<file path="src/rtl/core/token_stream_lexer_core_assert.svh">
// Assertion macros for the lexer core. Each expects clk and rst_n in scope.
`ifndef TOKEN_STREAM_LEXER_CORE_ASSERT_SVH
`define TOKEN_STREAM_LEXER_CORE_ASSERT_SVH

// Consequent must hold in the same cycle as the antecedent.
`define TSLC_ASSERT_IMP(lbl, ante, cons) \
  lbl: assert property (@(posedge clk) disable iff (!rst_n) (ante) |-> (cons)) \
    else $error("lexer assertion failed: same-cycle implication");

// Consequent must hold in the cycle after the antecedent.
`define TSLC_ASSERT_NXT(lbl, ante, cons) \
  lbl: assert property (@(posedge clk) disable iff (!rst_n) (ante) |=> (cons)) \
    else $error("lexer assertion failed: next-cycle implication");

// Condition must never be seen out of reset.
`define TSLC_ASSERT_NEVER(lbl, cond) \
  lbl: assert property (@(posedge clk) disable iff (!rst_n) !(cond)) \
    else $error("lexer assertion failed: forbidden condition");

`endif

</file>
<file path="src/rtl/core/tslc_pkg.sv">
`default_nettype none

package tslc_pkg;

  localparam int QUEUE_DEPTH = 2;
  localparam logic [5:0] NAME_COUNT_CAP = 6'd33;
  localparam logic [5:0] NAME_LIMIT_MAX = 6'd32;
  localparam logic [5:0] NAME_LIMIT_RESET = 6'd32;
  localparam logic [7:0] CHAR_SLASH = 8'h2f;

  typedef enum logic [2:0] {
    CLS_END,
    CLS_SPACE,
    CLS_LETTER,
    CLS_DIGIT,
    CLS_SLASH,
    CLS_STAR,
    CLS_PUNCT,
    CLS_OTHER
  } tslc_class_t;

  typedef enum logic [2:0] {
    MODE_IDLE,
    MODE_NAME,
    MODE_INT,
    MODE_SLASH,
    MODE_COMMENT,
    MODE_STAR
  } tslc_mode_t;

  typedef enum logic [2:0] {
    KIND_END,
    KIND_NAME,
    KIND_INT,
    KIND_PUNCT,
    KIND_UNKNOWN,
    KIND_TOO_LONG
  } tslc_kind_t;

  // One classified source byte as it sits in the queue.
  typedef struct packed {
    logic [7:0]  ch;
    tslc_class_t cls;
  } tslc_item_t;

  typedef struct packed {
    tslc_kind_t  kind;
    logic [63:0] int_value;
    logic [63:0] name_low;
    logic [63:0] name_high;
    logic [5:0]  name_length;
    logic [7:0]  punct_char;
    logic        last;
  } tslc_tok_t;

  localparam tslc_tok_t TOK_ZERO = '{kind: KIND_END, default: '0};

  function automatic tslc_class_t classify(input logic [7:0] c);
    tslc_class_t cls;
    if (c == 8'h00) begin
      cls = CLS_END;
    end else if (c == 8'h20 || c == 8'h09 || c == 8'h0a || c == 8'h0c || c == 8'h0b) begin
      cls = CLS_SPACE;
    end else if ((c >= 8'h61 && c <= 8'h7a) || (c >= 8'h41 && c <= 8'h5a) || c == 8'h5f) begin
      cls = CLS_LETTER;
    end else if (c >= 8'h30 && c <= 8'h39) begin
      cls = CLS_DIGIT;
    end else if (c == CHAR_SLASH) begin
      cls = CLS_SLASH;
    end else if (c == 8'h2a) begin
      cls = CLS_STAR;
    end else if (c == 8'h28 || c == 8'h29 || c == 8'h3a || c == 8'h3b || c == 8'h3d ||
                 c == 8'h7b || c == 8'h7d || c == 8'h2c || c == 8'h40 || c == 8'h3f) begin
      cls = CLS_PUNCT;
    end else begin
      cls = CLS_OTHER;
    end
    return cls;
  endfunction

endpackage

`default_nettype wire

</file>
<file path="src/rtl/core/tslc_front.sv">
`default_nettype none
`include "token_stream_lexer_core_assert.svh"

module tslc_front
  import tslc_pkg::*;
(
  input  wire logic       clk,
  input  wire logic       rst_n,
  input  wire logic       in_valid,
  output logic            in_stall,
  input  wire logic [7:0] in_char_in,
  output logic            q_valid,
  output tslc_item_t      q_item,
  input  wire logic       q_pop
);

  localparam int QPTR_W = (QUEUE_DEPTH > 1) ? $clog2(QUEUE_DEPTH) : 1;
  localparam int QCNT_W = $clog2(QUEUE_DEPTH + 1);

  tslc_item_t              queue_r [QUEUE_DEPTH];
  logic       [QPTR_W-1:0] wr_ptr_r, wr_ptr_nxt;
  logic       [QPTR_W-1:0] rd_ptr_r, rd_ptr_nxt;
  logic       [QCNT_W-1:0] count_r, count_nxt;
  logic                    push;

  assign in_stall = (count_r == QCNT_W'(QUEUE_DEPTH));
  assign push     = in_valid && !in_stall;
  assign q_valid  = (count_r != '0);
  assign q_item   = queue_r[rd_ptr_r];

  always_comb begin
    wr_ptr_nxt = wr_ptr_r;
    rd_ptr_nxt = rd_ptr_r;
    count_nxt  = count_r;
    if (push) begin
      wr_ptr_nxt = (wr_ptr_r == QPTR_W'(QUEUE_DEPTH - 1)) ? '0 : wr_ptr_r + 1'b1;
    end
    if (q_pop) begin
      rd_ptr_nxt = (rd_ptr_r == QPTR_W'(QUEUE_DEPTH - 1)) ? '0 : rd_ptr_r + 1'b1;
    end
    if (push && !q_pop) begin
      count_nxt = count_r + 1'b1;
    end else if (q_pop && !push) begin
      count_nxt = count_r - 1'b1;
    end
  end

  always_ff @(posedge clk) begin
    if (!rst_n) begin
      wr_ptr_r <= '0;
      rd_ptr_r <= '0;
      count_r  <= '0;
    end else begin
      wr_ptr_r <= wr_ptr_nxt;
      rd_ptr_r <= rd_ptr_nxt;
      count_r  <= count_nxt;
    end
  end

  // Classify on the way in so the scanner gets the class code with each byte.
  always_ff @(posedge clk) begin
    if (push) begin
      queue_r[wr_ptr_r] <= '{ch: in_char_in, cls: classify(in_char_in)};
    end
  end

  `TSLC_ASSERT_NEVER(a_queue_overfill, count_r > QCNT_W'(QUEUE_DEPTH))
  `TSLC_ASSERT_IMP(a_pop_nonempty, q_pop, count_r != '0)

endmodule

`default_nettype wire

</file>
<file path="src/rtl/core/tslc_back.sv">
`default_nettype none
`include "token_stream_lexer_core_assert.svh"

module tslc_back
  import tslc_pkg::*;
#(
  parameter int NAME_BYTES = 16,
  parameter int INT_WIDTH  = 64
) (
  input  wire logic       clk,
  input  wire logic       rst_n,
  input  wire logic       q_valid,
  input  wire tslc_item_t q_item,
  output logic            q_pop,
  input  wire logic [5:0] name_limit,
  output logic            out_valid,
  input  wire logic       out_stall,
  output tslc_tok_t       out_tok
);

  localparam int STORE_BITS = NAME_BYTES * 8;

  tslc_mode_t              mode_r, mode_nxt;
  logic [STORE_BITS-1:0]   store_r, store_nxt;
  logic [5:0]              count_r, count_nxt;
  logic [INT_WIDTH-1:0]    accum_r, accum_nxt;
  logic                    out_valid_r;
  tslc_tok_t               out_tok_r;
  logic                    pend_valid_r;
  tslc_tok_t               pend_tok_r;

  logic                    slot_free;
  logic                    emit_a, emit_b, idle_step;
  tslc_tok_t               tok_a, tok_b, tok_first;
  logic [127:0]            name_full;
  logic [63:0]             int_full;

  assign slot_free = !out_valid_r || !out_stall;
  // A queued second token blocks the scanner until it moves to the output.
  assign q_pop     = q_valid && !pend_valid_r && slot_free;
  assign out_valid = out_valid_r;
  assign out_tok   = out_tok_r;

  always_comb begin
    mode_nxt  = mode_r;
    store_nxt = store_r;
    count_nxt = count_r;
    accum_nxt = accum_r;
    emit_a    = 1'b0;
    emit_b    = 1'b0;
    idle_step = 1'b0;
    tok_a     = TOK_ZERO;
    tok_b     = TOK_ZERO;
    name_full = '0;
    name_full[STORE_BITS-1:0] = store_r;
    int_full  = '0;
    int_full[INT_WIDTH-1:0] = accum_r;

    case (mode_r)
      MODE_NAME: begin
        if (q_item.cls == CLS_LETTER) begin
          for (int i = 0; i < NAME_BYTES; i++) begin
            if (count_r == 6'(i)) begin
              store_nxt[i*8 +: 8] = q_item.ch;
            end
          end
          if (count_r < NAME_COUNT_CAP) begin
            count_nxt = count_r + 6'd1;
          end
        end else begin
          emit_a          = 1'b1;
          tok_a.name_low  = name_full[63:0];
          tok_a.name_high = name_full[127:64];
          if (count_r > name_limit) begin
            tok_a.kind        = KIND_TOO_LONG;
            tok_a.name_length = name_limit;
          end else begin
            tok_a.kind        = KIND_NAME;
            tok_a.name_length = count_r;
          end
          idle_step = 1'b1;
        end
      end
      MODE_INT: begin
        if (q_item.cls == CLS_DIGIT) begin
          // times ten as two shifted adds, wrapping at the accumulator width
          accum_nxt = (accum_r << 3) + (accum_r << 1) + INT_WIDTH'(q_item.ch[3:0]);
        end else begin
          emit_a          = 1'b1;
          tok_a.kind      = KIND_INT;
          tok_a.int_value = int_full;
          idle_step       = 1'b1;
        end
      end
      MODE_SLASH: begin
        if (q_item.cls == CLS_STAR) begin
          mode_nxt = MODE_COMMENT;
        end else begin
          emit_a           = 1'b1;
          tok_a.kind       = KIND_UNKNOWN;
          tok_a.punct_char = CHAR_SLASH;
          idle_step        = 1'b1;
        end
      end
      MODE_COMMENT, MODE_STAR: begin
        if (q_item.cls == CLS_END) begin
          emit_a     = 1'b1;
          tok_a.kind = KIND_END;
          mode_nxt   = MODE_IDLE;
          store_nxt  = '0;
          count_nxt  = '0;
          accum_nxt  = '0;
        end else if (q_item.cls == CLS_STAR) begin
          mode_nxt = MODE_STAR;
        end else if (q_item.cls == CLS_SLASH && mode_r == MODE_STAR) begin
          mode_nxt = MODE_IDLE;
        end else begin
          mode_nxt = MODE_COMMENT;
        end
      end
      default: begin
        idle_step = 1'b1;
      end
    endcase

    // Handle the byte as a fresh start once any pending token is closed.
    if (idle_step) begin
      mode_nxt  = MODE_IDLE;
      store_nxt = '0;
      count_nxt = '0;
      accum_nxt = '0;
      case (q_item.cls)
        CLS_END: begin
          emit_b     = 1'b1;
          tok_b.kind = KIND_END;
        end
        CLS_SPACE: begin
        end
        CLS_LETTER: begin
          mode_nxt       = MODE_NAME;
          store_nxt[7:0] = q_item.ch;
          count_nxt      = 6'd1;
        end
        CLS_DIGIT: begin
          mode_nxt  = MODE_INT;
          accum_nxt = INT_WIDTH'(q_item.ch[3:0]);
        end
        CLS_SLASH: begin
          mode_nxt = MODE_SLASH;
        end
        CLS_PUNCT: begin
          emit_b           = 1'b1;
          tok_b.kind       = KIND_PUNCT;
          tok_b.punct_char = q_item.ch;
        end
        default: begin
          emit_b           = 1'b1;
          tok_b.kind       = KIND_UNKNOWN;
          tok_b.punct_char = q_item.ch;
        end
      endcase
    end

    tok_a.last = !emit_b;
    tok_b.last = 1'b1;
    tok_first  = emit_a ? tok_a : tok_b;
  end

  always_ff @(posedge clk) begin
    if (!rst_n) begin
      mode_r  <= MODE_IDLE;
      store_r <= '0;
      count_r <= '0;
      accum_r <= '0;
    end else if (q_pop) begin
      mode_r  <= mode_nxt;
      store_r <= store_nxt;
      count_r <= count_nxt;
      accum_r <= accum_nxt;
    end
  end

  always_ff @(posedge clk) begin
    if (!rst_n) begin
      out_valid_r  <= 1'b0;
      pend_valid_r <= 1'b0;
    end else if (pend_valid_r && slot_free) begin
      out_valid_r  <= 1'b1;
      pend_valid_r <= 1'b0;
    end else if (q_pop && (emit_a || emit_b)) begin
      out_valid_r  <= 1'b1;
      pend_valid_r <= emit_a && emit_b;
    end else if (out_valid_r && !out_stall) begin
      out_valid_r <= 1'b0;
    end
  end

  always_ff @(posedge clk) begin
    if (pend_valid_r && slot_free) begin
      out_tok_r <= pend_tok_r;
    end else if (q_pop && (emit_a || emit_b)) begin
      out_tok_r  <= tok_first;
      pend_tok_r <= tok_b;
    end
  end

  `TSLC_ASSERT_IMP(a_pend_behind_out, pend_valid_r, out_valid_r)
  `TSLC_ASSERT_NXT(a_pair_split, q_pop && emit_a && emit_b,
                   out_valid_r && pend_valid_r && !out_tok_r.last)
  `TSLC_ASSERT_NEVER(a_count_cap, count_r > NAME_COUNT_CAP)
  `TSLC_ASSERT_IMP(a_name_nonempty, mode_r == MODE_NAME, count_r != '0)

endmodule

`default_nettype wire

</file>
<file path="src/rtl/core/token_stream_lexer_core.sv">
// Byte-serial tokenizer. Source bytes enter on the in_ channel (zero ends the
// input) and tokens leave on the out_ channel, one token per request, with
// out_last_of_run set on the final token a byte caused. A small classifying
// queue sits in front of the scanner, and a single output register plus one
// spare token slot sit behind it, so both channels can stall independently.
// The block takes one byte per cycle while in_stall is low; a byte that both
// closes a pending name, integer or slash and forms a token of its own yields
// two tokens and holds the scanner while the second token waits for the
// output register. A byte's first token passes through the queue and then the
// output register. cfg_max_name_length is the longest name accepted before a
// name-too-long token; values above 32 act as 32. Write it only while the
// block is idle.
`default_nettype none

module token_stream_lexer_core
  import tslc_pkg::*;
#(
  parameter int NAME_BYTES = 16,
  parameter int INT_WIDTH  = 64
) (
  input  wire logic        clk,
  input  wire logic        rst_n,
  input  wire logic        in_valid,
  output logic             in_stall,
  input  wire logic [7:0]  in_char_in,
  output logic             out_valid,
  input  wire logic        out_stall,
  output logic [2:0]       out_token_kind,
  output logic [63:0]      out_int_value,
  output logic [63:0]      out_name_low,
  output logic [63:0]      out_name_high,
  output logic [5:0]       out_name_length,
  output logic [7:0]       out_punct_char,
  output logic             out_last_of_run,
  input  wire logic        cfg_wr_en,
  input  wire logic [5:0]  cfg_max_name_length
);

  logic [5:0] max_len_r;
  logic [5:0] name_limit;
  logic       q_valid;
  logic       q_pop;
  tslc_item_t q_item;
  tslc_tok_t  tok;

  always_ff @(posedge clk) begin
    if (!rst_n) begin
      max_len_r <= NAME_LIMIT_RESET;
    end else if (cfg_wr_en) begin
      max_len_r <= cfg_max_name_length;
    end
  end

  assign name_limit = (max_len_r > NAME_LIMIT_MAX) ? NAME_LIMIT_MAX : max_len_r;

  tslc_front u_front (
    .clk        (clk),
    .rst_n      (rst_n),
    .in_valid   (in_valid),
    .in_stall   (in_stall),
    .in_char_in (in_char_in),
    .q_valid    (q_valid),
    .q_item     (q_item),
    .q_pop      (q_pop)
  );

  tslc_back #(
    .NAME_BYTES (NAME_BYTES),
    .INT_WIDTH  (INT_WIDTH)
  ) u_back (
    .clk        (clk),
    .rst_n      (rst_n),
    .q_valid    (q_valid),
    .q_item     (q_item),
    .q_pop      (q_pop),
    .name_limit (name_limit),
    .out_valid  (out_valid),
    .out_stall  (out_stall),
    .out_tok    (tok)
  );

  assign out_token_kind  = tok.kind;
  assign out_int_value   = tok.int_value;
  assign out_name_low    = tok.name_low;
  assign out_name_high   = tok.name_high;
  assign out_name_length = tok.name_length;
  assign out_punct_char  = tok.punct_char;
  assign out_last_of_run = tok.last;

endmodule

`default_nettype wire
</file>
<file path="config.mk">
export PLATFORM = sky130hd
export DESIGN_NAME = token_stream_lexer_core
export DESIGN_NICKNAME = d
export VERILOG_FILES = /design/src/rtl/core/tslc_pkg.sv /design/src/rtl/core/tslc_front.sv /design/src/rtl/core/tslc_back.sv /design/src/rtl/core/token_stream_lexer_core.sv
export VERILOG_INCLUDE_DIRS = /design/src /design/src/rtl/core
export SDC_FILE = /design/constraint.sdc
export NUM_CORES = 1
export LEC_CHECK = 0
export BUFFER_PORTS_ARGS = -buffer_cell sky130_fd_sc_hd__buf_2
export CORE_ASPECT_RATIO = 0.75
export CORE_MARGIN = 2
export CORE_UTILIZATION = 40
export CTS_CLUSTER_DIAMETER = 150
export CTS_CLUSTER_SIZE = 10
export DETAILED_ROUTE_END_ITERATION = 6
export GPL_TIMING_DRIVEN = 0
export SETUP_SLACK_MARGIN = 0.1
export SYNTH_ARGS = -nofsm -noshare
export SYNTH_HDL_FRONTEND = slang
export SYNTH_SLANG_ARGS = --single-unit
</file>
<file path="constraint.sdc">
create_clock -name clk -period 9.4 [get_ports clk]
set_input_delay 0.94 -clock clk [delete_from_list [all_inputs] [get_ports clk]]
set_output_delay 0.94 -clock clk [all_outputs]
set_load 0.05 [all_outputs]
</file>
* Word level (Yosys, flattened, before mapping) *
Memories as Yosys holds them, arrays and structs flattened. A register that Yosys moved wholly into a read port is not among the register bits.
Cells that the tools add are included.

storage, ports and cells
  register bits after elaboration = 434
  memory bits (writable) = 22
  input port bits = 19
  output and inout bits = 212
  word-level logic and storage cells = 275
  memories kept = 1

memory list
  name             words  bits a word  read ports  clocked after Yosys merged registers in  wr ports  line              RTL
  u_front.queue_r  2      11           1           1                                        1         tslc_front.sv:20  tslc_item_t queue_r [QUEUE_DEPTH];

cells by class
  $add $sub $neg = 7
  order comparisons = 9
  eq/ne operators = 66
  multiplexer cells = 85
  bitwise operators = 2
  reduce and logical (&&, ||, !) cells = 71

operators with widths
  cell                                                                count
  two-way mux 210 bit                                                 3
  two-way mux 128 bit                                                 3
  two-way mux 134 bit                                                 2
  two-way mux 64 bit                                                  4
  one-hot mux 128 bit (2 select lines)                                1
  two-way mux 8 bit                                                   20
  one-hot mux 64 bit (2 select lines)                                 1
  AND reduction 5 bit                                                 17
  == test 8 x 6 -> 1 bit (second input constant)                      10
  two-way mux 66 bit                                                  1
  adder 64 x 4 -> 64 bit                                              1
  adder 64 bit                                                        1
  inequality test 3 x 1 -> 1 bit (second input constant)              21
  == test 6 x 4 -> 1 bit (second input constant)                      8
  two-way mux 3 bit                                                   16
  two-way mux 6 bit                                                   7
  == test 8 x 4 -> 1 bit (second input constant)                      4
  == test 8 x 7 -> 1 bit (second input constant)                      4
  == test 6 x 3 -> 1 bit (second input constant)                      4
  logical OR 1 bit                                                    17
  two-way mux 1 bit                                                   17
  greater-or-equal comparator 8 x 7 -> 1 bit (second input constant)  2
  less-or-equal comparator 8 x 7 -> 1 bit (second input constant)     2
  == test 3 bit (second input constant)                               5
  35 further kinds                                                    69

* Depth between registers and ports, before layout *
Gate-level depths: netlist of the first run.

  depth after elaboration = 18
  mapped depth = 16
  gate-level depth less buffers = 14

* Hierarchy *
A second synthesis of the first run with hierarchy kept.

unflattened totals
  cell total of the unflattened synthesis = 2,034
  area, all modules = 21,725.8 µm²

by module, submodules not included
  module                   times used  cells an instance  area an instance (µm²)  seq. area each (µm²)
  tslc_back                1           1,912              20,191.9                10,670.2
  tslc_front               1           97                 1,272.5                 760.7
  token_stream_lexer_core  1           25                 261.5                   120.1

* Worst setup path after synthesis of the first run *
OpenSTA, ideal clock, no wires.

  path type = flip-flop to flip-flop
  from = register (tool-made name)
  to = register u_back.out_tok_r (netlist bit u_back.out_tok[0]), enable pin
  library setup time = 1,665 ps
  data arrival time = 5,258 ps
  required time = 7,735 ps
  slack = 2,476 ps
  stages on the path, launching flop included = 9
  buffers on the path = 1
  period minus slack after synthesis = 6,924 ps
  path through = dfxtp_1 > buf_6 > mux2i_4 > nand3_2 > or3_1 > o211a_1 > a21o_1 > nand2_1 > nand2_1

RTL lines
  item                    line              RTL
  end signal: assignment  tslc_back.sv:200  out_tok_r <= pend_tok_r;
  end signal: assignment  tslc_back.sv:202  out_tok_r <= tok_first;
  end: declaration        tslc_back.sv:28   tslc_tok_t out_tok_r;

==> run metrics, run 1 <==
clock root buffer clkbuf_16; Yosys top cell by area edfxtp_1; hold-fix buffer count after cts 0; fin util 47.11%; global route total overflow 0; DR WL met3 3461 µm; critical path, cell by cell buf_6 > buf_1 > mux2i_1 > inv_1 > ha_1 > ha_1 > fa_1 > a21o_1 > a221o_1 > a31oi_2 > o31ai_1 > a2111o_1 > a31oi_1 > o21ai_0 > xnor2_1 > o21ai_0; # IOs 231; worst-margin pin slew 1.063 ns; Arrival @ worst endpoint 5.81 ns; Pins Over Slew Limit 0; port bufs 229; most common library cells after synthesis edfxtp_1, nor2_1, dfxtp_1; # DRC 0; post-synth cell types 73; Syn Std Cell Area 21900 µm²; n_diodes 0; Synth area leaders edfxtp_1, dfxtp_1, ha_1, mux2i_1, and2_1; Final Hold Viols 0; CTS Buf Count 51; wire per inst 18.95 µm; Layout Area Growth over Synthesis 16.70%; peak supply drop 0.2686 mV; Worst Setup End Kind flop; syn_nets 2187; Post CTS Setup Buffer Count 0; H-tree depth reported by CTS 2; Fillers 5067; met2 WL 24080 µm; Resize count post-CTS 0; Vias/cell 5.266; post-route clock period utilization 57.00%; RSZ-0062 raised after global routing false; Crit-path slowest cell buf_1; hold_sp u_back.accum_r[63]$_SDFFE_PN0P_; Total GRT Usage 20.11%; Clock Latency Late Sink 0.60 ns; max layer used met5; WP buf/inv 3; top-count cell post-synth edfxtp_1; die area 56660 µm²; Period minus WS final 5.358 ns; largest net degree at the start of global routing 72; slew margin rel. 28.82%; post-synthesis sequential area ratio 52.74%; DR iter-0 viols 1203; Most used DFF post-synth edfxtp_1; max incr delay on CP 0.46 ns; Pleak 10.55 nW; Avg Inst Size Synth 10.78 µm²; share of cells above drive strength 1 14.96%; outcome completed; CTS tree yes; Cell Rows 74; Placement Cell Area 24040 µm²; number of routed nets with antenna violations 0; DP HPWL 43150 µm; Die Ht 206.7 µm; Worst Path Required 9.85 ns; top-area cell type share of the netlist area 33.18%; Startpoint Class flop; wl on met1 29300 µm; area of the multi-input gates 9827 µm²; CTS sink cnt 456; antenna violations before repair 3; total power divided by cell area 327.4 nW/µm²; first-pass GRT wire length 88220 µm; setup TNS 0 ns; DR vias 16220; max_cap viols 0; crit path kind flop to flop; core area 54260 µm²; Post-layout nets 2472; gpl congestion 0.8954; drt total wl 58400 µm; synthesized instance count 2032; Post-synth EDFFs 242; Clock transition at path regs 0.06 ns; FMAX 0.1866 GHz; vias in the first global route 15290; post-route cell area 25560 µm²; HP Class flop to flop; yosys warns 0; Synth async-reset ratio 0%; Final setup violation count 0; skew final 0.01585 ns; CP max FO 10; die width 274.2 µm; DRT Pass-1 Iters 5; FF+latch area 11550 µm²; FF+latch count, synth 456; Initial Util 40.37%; Worst path top cell family by delay compound AO/OA/AOI/OAI gates; Max Buffers Root-to-Sink 3
==> through the flow <==
step,total power (W),setup WS [ns],instances,hold WS [ns]
final,0.008369,4.042,3081,0.4691
after global placement,0.005994,0.04220,2983,0.4560
after floorplan,0.005766,2.476,2032,0.4260
after global routing,0.008729,3.705,3081,0.4857
after detailed placement,0.006568,4.099,2986,0.4509
after CTS,0.008444,4.071,3081,0.4734
==> area by class of cell <==
class | count | area share (%)
plain buffers | 96 | 1.537
clock buffers | 92 | 5.678
clock inverters | 3 | 0.2594
inverters | 37 | 0.5434
multi-input cells | 1443 | 38.45
flip-flops and latches | 456 | 45.19
well taps | 722 | 3.534
repair buffers | 232 | 4.807
==> placed cells by master, fill, tap and decap left out, types with 52 or more instances in the layout <==
master | synthesis | routed
a21oi_1 | 105 | 105
and2_1 | 210 | 210
buf_2 | 14 | 243
clkbuf_1 | 77 | 117
clkbuf_16 | 0 | 52
dfxtp_1 | 214 | 214
edfxtp_1 | 242 | 242
ha_1 | 134 | 134
mux2i_1 | 137 | 137
nand2_1 | 138 | 137
nor2_1 | 240 | 240
o21ai_0 | 74 | 74
==> worst paths after layout <==
check,cells past startpoint,end,slack [ns]
setup / recovery,16,u_back.accum_r[48]$_SDFFE_PN0P_,4.04
hold / removal,2,u_back.accum_r[63]$_SDFFE_PN0P_,0.47
setup reg to reg,16,u_back.accum_r[48]$_SDFFE_PN0P_,4.04
hold reg to reg,2,u_back.accum_r[63]$_SDFFE_PN0P_,0.47
==> report_power, final <==
group / switching [W] / internal (W)
Sequential: 0.000195 / 0.00280
Clock: 0.000807 / 0.00104
Combinational: 0.00275 / 0.000776
Total: 0.00375 / 0.00462
==> flip-flops by register name, summed over array words and instances (netlist names), named ones only <==
| name | count |
|---|---|
| u_back.out_valid | 1 |
| u_front.wr_ptr_r | 1 |
| u_back.pend_tok_r | 10 |
| u_back.pend_valid_r | 1 |
| u_back.name_full | 128 |
| u_front.count_r | 2 |
| u_back.accum_r | 64 |
| u_front.queue_r | 22 |
| max_len_r | 6 |
| u_back.out_tok | 210 |
| u_back.mode_r | 3 |
| u_back.count_r | 6 |
| u_front.rd_ptr_r | 1 |
==> routing by layer <==
metal  global-route usage, %  up-vias
met5                       0        -
li1                        -     7848
met2                   29.31      477
met1                   30.28     7799
met4                   5.978        2
met3                   3.528       98
==> logic make-up after synthesis <==
family	synth area share, %
adders and majority gates	7.838
AOI/OAI and AO/OA	11.49
muxes	7.101
DFF	52.74
xor gates and xnor gates	2.239
buffers and inverters	2.428
and+or+nand+nor	16.17
==> tightest hold or removal path, delay by kind of cell (launching register included) <==
kind	cells	cell delay, ns
AOI/OAI and AO/OA	1	0.05
DFF	1	0.33
and+or+nand+nor	1	0.06
(Power assumes the default switching activity.)
==> run 2: changes to the inputs <==
==> constraint.sdc (replaced) <==
create_clock -name clk -period 4.95 [get_ports clk]
set_input_delay 0.495 -clock clk [delete_from_list [all_inputs] [get_ports clk]]
set_output_delay 0.495 -clock clk [all_outputs]
set_load 0.05 [all_outputs]
==> run metrics, run 2 (synthesis gave the netlist of run 1 again) <==
outcome completed; Clock Latency Late Sink 0.62 ns; Pwr Total 0.01583 W; # DRC 0; number of routed nets with antenna violations 0; setup TNS 0 ns; CP max FO 10; Worst Path Required 5.47 ns; DR vias 16010; WHS Endpoint u_front.queue_r[0][8]$_DFFE_PP_; DR iter-0 viols 1097; die area 56660 µm²; Cell Rows 74; critical path, cell by cell buf_6 > buf_4 > mux2i_4 > inv_1 > ha_1 > ha_1 > fa_1 > a21o_1 > a221o_1 > a31oi_4 > o211ai_1 > a22oi_2 > o211ai_1 > o21a_1 > or3_1 > a32o_1; hold_sp in_char_in[5]; Arrival @ worst endpoint 5.11 ns; Period minus WS final 4.597 ns; max incr delay on CP 0.41 ns; Final setup violation count 0; Total GRT Usage 19.97%; Layout Area Growth over Synthesis 16.93%; clock root buffer clkbuf_16; FMAX 0.2175 GHz; Max Buffers Root-to-Sink 3; Initial Util 40.37%; Fillers 5084; wire per inst 18.95 µm; flop2flop setup slack 0.35 ns; Final Hold Viols 0; hold path depth 1; Psw 0.007117 W; HP Class primary input to flop; first-pass GRT wire length 87390 µm; DP HPWL 42820 µm; vias in the first global route 15020; Setup WS pre-CTS -0.4246 ns; CTS Buf Count 51; part of the power in registers 36.0%; RR Endpoint u_back.accum_r[50]$_SDFFE_PN0P_; cell-internal power 0.008717 W; switch share 44.95%; commonest cells after routing, fill and taps aside buf_2, edfxtp_1, nor2_1; hold-fix buffer count after cts 0; share of cells above drive strength 1 15.40%; Pleak 10.56 nW; port bufs 229; post-route clock period utilization 92.87%; skew final 0.03785 ns; Worst Slack Setup Final 0.3529 ns; Crit-path slowest cell fa_1; Pins Over Slew Limit 0; Clock transition at path regs 0.06 ns; die width 274.2 µm; drt total wl 58360 µm; clock network power share 22.2%; gpl congestion 0.9017; Largest register FFs 210; worst-margin pin slew 1.093 ns; total power divided by cell area 618.2 nW/µm²; Worst Setup End Kind flop; RSZ-0062 raised after global routing false; max_cap viols 0; CTS sink cnt 456; Startpoint Class flop; H-tree depth reported by CTS 2; Comb pwr share 41.8%; DRT Pass-1 Iters 5; crit path kind flop to flop; n_diodes 0; core area 54260 µm²; Reg2Reg Depth 16; leading cell type in the layout, fill and taps excluded buf_2; Vias/cell 5.201; Post-layout nets 2474; fin util 47.20%; Finished Layout Cells 3079; Die Ht 206.7 µm; # IOs 231; antenna violations before repair 4; largest net degree at the start of global routing 123; Placed Cells 2984; slew margin rel. 26.80%; global route total overflow 0; peak supply drop 0.5340 mV; CTS tree yes
## run 2: cell count changes in the layout (fill, tap and decap cells not counted), moves of 2 or more
cell,previous run,this run
buf_4,0,5
clkbuf_1,117,113
a31oi_4,0,2
buf_16,3,1
## run 2: timing repair
| action | in CTS | in global routing |
|---|---|---|
| buffers inserted | 2 | 2 |
| gates resized for setup | 5 | 8 |
| setup endpoints to repair | 16 | 8 |
| hold endpoints to repair | 0 | 0 |
| pin swaps | 1 | 5 |
## run 2: cell type report
cell class | instances | area [µm²] | share of cell area [%]
well taps | 722 | 903.4 | 3.527
inverters | 37 | 138.9 | 0.5423
plain buffers | 96 | 396.6 | 1.549
clock inverters | 3 | 80.08 | 0.3127
flip-flops and latches | 456 | 11550 | 45.10
multi-input cells | 1443 | 9901 | 38.66
clock buffers | 88 | 1436 | 5.608
repair buffers | 234 | 1204 | 4.700
## run 2: power groups by stage
stage	sequential, W	combinational [W]	clock (W)
5_1_grt	0.00580	0.00696	0.00374
3_3_place_gp	0.00555	0.00548	0
2_1_floorplan	0.00857	0.00221	0
6_report	0.00570	0.00662	0.00351
3_5_place_dp	0.00578	0.00662	0
4_1_cts	0.00572	0.00665	0.00360
## run 2: critical path: cells and delay by family, from the launching register on
kind | cells | cell delay [ns]
buffers and inverters | 3 | 0.61
AOI/OAI and AO/OA | 8 | 1.92
adders and majority gates | 3 | 0.95
DFF | 1 | 0.38
muxes | 1 | 0.32
and+or+nand+nor | 1 | 0.30
## run 2: routing by layer
| metal | track usage, % | part of all wire [%] | vias to the layer above |
|---|---|---|---|
| met1 | 30.40 | 51 | 7652 |
| li1 | - | - | 7853 |
| met5 | 0 | 0.022 | - |
| met2 | 29.45 | 42 | 432 |
| met4 | 4.484 | 1.7 | 2 |
| met3 | 3.436 | 5.5 | 74 |
## run 2: through the flow
step | hold WS, ns | area (µm²)
after CTS | 0.09100 | 25550
after detailed placement | 0.4549 | 24000
final | 0.1184 | 25610
after global routing | 0.1022 | 25610
after global placement | 0.4566 | 23950
after floorplan | 0.4260 | 21900
## run 2: worst max path at each step
stage | start | end | slack, ns | depth (start not counted)
finish | flop | u_back.accum_r[50]$_SDFFE_PN0P_ | 0.35 | 16
global route | flop | u_back.accum_r[50]$_SDFFE_PN0P_ | 0.11 | 16
CTS | flop | u_back.accum_r[48]$_SDFFE_PN0P_ | 0.16 | 16
detailed placement | flop | u_back.accum_r[48]$_SDFFE_PN0P_ | -0.42 | 16
global placement | flop | u_back.out_tok[125]$_SDFFCE_PP0P_ | -1.32 | 8
floorplan | flop | u_back.out_tok[0]$_SDFFCE_PP1P_ | 0.17 | 8
==> run 3: changes to the inputs <==
--- a/config.mk
+++ b/config.mk
@@ -6,6 +6,7 @@
 export SDC_FILE = /design/constraint.sdc
 export NUM_CORES = 1
 export LEC_CHECK = 0
+export ABC_AREA = 1
 export BUFFER_PORTS_ARGS = -buffer_cell sky130_fd_sc_hd__buf_2
 export CORE_ASPECT_RATIO = 0.75
 export CORE_MARGIN = 2
@@ -17,4 +18,5 @@
 export SETUP_SLACK_MARGIN = 0.1
 export SYNTH_ARGS = -nofsm -noshare
 export SYNTH_HDL_FRONTEND = slang
+export SYNTH_HIERARCHICAL = 1
 export SYNTH_SLANG_ARGS = --single-unit
==> run metrics, run 3 <==
Placement Cell Area 26190 µm²; Avg Inst Size Synth 7.784 µm²; Post CTS Setup Buffer Count 0; Layout Area Growth over Synthesis 15.65%; Hold WS 0.1164 ns; Vias/cell 4.814; # IOs 231; slew margin rel. 24.70%; most common library cells after synthesis nand2_1, inv_1, nor2_1; Final Hold Viols 0; DP HPWL 53390 µm; Syn Std Cell Area 23980 µm²; total power divided by cell area 679.1 nW/µm²; CTS Buf Count 51; drt total wl 69400 µm; syn_nets 3234; global route total overflow 0; max_cap viols 0; DR vias 20200; post-route clock period utilization 78.28%; DR iter-0 viols 1717; share of cells above drive strength 1 11.54%; Post-synth EDFFs 242; fin util 46.95%; Cell Rows 77; Synth async-reset ratio 0%; Largest register FFs 210; core area 59060 µm²; peak supply drop 0.6636 mV; Clock Latency Late Sink 0.62 ns; first-pass GRT wire length 106200 µm; outcome completed; yosys warns 6; Total GRT Usage 22.23%; RSZ-0062 raised after global routing false; Die Ht 216.0 µm; skew final 0.04506 ns; Worst Slack Setup Final 1.075 ns; Yosys top cell by area edfxtp_1; H-tree depth reported by CTS 2; CP max FO 10; FMAX 0.2581 GHz; Period minus WS final 3.875 ns; gpl congestion 0.9587; Max Buffers Root-to-Sink 3; Setup WS pre-CTS 1.220 ns; Resize count post-CTS 0; post-route cell area 27730 µm²; Pins Over Slew Limit 0; wire per inst 16.54 µm; Post-layout nets 3519; Most used DFF post-synth edfxtp_1; FF+latch count, synth 456; commonest cells after routing, fill and taps aside nand2_1, inv_1, nor2_1; Clock transition at path regs 0.06 ns; leading cell type in the layout, fill and taps excluded nand2_1; Worst Setup End Kind flop; number of routed nets with antenna violations 0; HP Class primary input to flop; synthesized instance count 3080; largest net degree at the start of global routing 109; Pleak 12.70 nW; crit path kind flop to flop; Startpoint Class flop; Worst Path Required 5.45 ns; hold-fix buffer count after cts 0; die area 61930 µm²; # DRC 0; Initial Util 40.60%; Synth area leaders edfxtp_1, dfxtp_1, nand2_1, inv_1, ha_1; post-synth cell types 43; DRT Pass-1 Iters 6; port bufs 230; Final setup violation count 0; top-count cell post-synth nand2_1; antenna violations before repair 1; die width 286.7 µm; top-area cell type share of the netlist area 30.31%; worst-margin pin slew 1.129 ns; vias in the first global route 18430; post-synthesis sequential area ratio 48.18%; CTS tree yes; setup TNS 0 ns; clock root buffer clkbuf_16; Arrival @ worst endpoint 4.38 ns; CTS sink cnt 456; n_diodes 0
## run 3: changes by cell type after synthesis, sizes merged, moves of 27 or more
cell | before | now
a21o | 31 | 0
nand3 | 22 | 120
xnor2 | 27 | 0
inv | 37 | 569
and2 | 210 | 2
o21ai | 77 | 165
buf | 19 | 46
nor2 | 241 | 410
nand2 | 138 | 737
a21oi | 120 | 258
mux2i | 139 | 0
## run 3: layout make-up
cell class | count | area, µm²
multi-input cells | 1957 | 9798
flip-flops and latches | 456 | 11550
repair buffers | 232 | 1206
inverters | 569 | 2136
clock inverters | 3 | 90.09
clock buffers | 92 | 1451
plain buffers | 98 | 506.7
fillers | 5911 | 31330
well taps | 790 | 988.4
## run 3: critical path: stages, from the launching register on
cell	delay [ns]
dfxtp_1	0.33
buf_2	0.26
mux2_2	0.44
ha_1	0.31
ha_1	0.26
fa_1	0.46
nand3_1	0.17
nand3_1	0.23
nand2_1	0.12
nand2_1	0.15
nand2_1	0.10
nand2_1	0.09
nand2_1	0.07
nand2_1	0.19
nand2_1	0.22
nand2_1	0.07
nand2_1	0.07
nand3_1	0.06
a21oi_1	0.14
## run 3: path summary, 6_finish.rpt
kind / from / endpoint / slack, ns / cells past startpoint
max: flop / u_back/accum_r[62]$_SDFFE_PN0P_ / 1.08 / 18
min: cfg_max_name_length[5] / max_len_r[5]$_SDFFE_PN1P_ / 0.12 / 3
max reg2reg: flop / u_back/accum_r[62]$_SDFFE_PN0P_ / 1.08 / 18
min reg2reg: u_back/name_full[124]$_SDFFE_PN0P_ / u_back/name_full[124]$_SDFFE_PN0P_ / 0.45 / 2
## run 3: cells by family after synthesis
logic type / share of synthesized area [%]
and+or+nand+nor: 22.62
buffers and inverters: 11.02
DFF: 48.18
AOI/OAI and AO/OA: 9.754
adders and majority gates: 7.108
xor gates and xnor gates: 0.8037
muxes: 0.5167
## run 3: where the power goes
part / internal [W] / switching (W) / leakage (nW)
logic: 0.00185 / 0.00703 / 7.90
clock network: 0.00199 / 0.00152 / 0.722
registers: 0.00597 / 0.000473 / 4.07
total: 0.00980 / 0.00903 / 12.7
## run 3: through the flow
stage	cells	power, W
floorplan	3080	0.01293
global placement	4100	0.01539
detailed placement	4102	0.01543
CTS	4197	0.01900
global route	4197	0.01993
finish	4197	0.01883
## run 3: routing by layer
layer | wire (µm) | track usage, %
met5 | 0 | 0
met4 | 1058 | 4.450
met3 | 4886 | 3.097
met2 | 28910 | 33.00
met1 | 34550 | 34.21
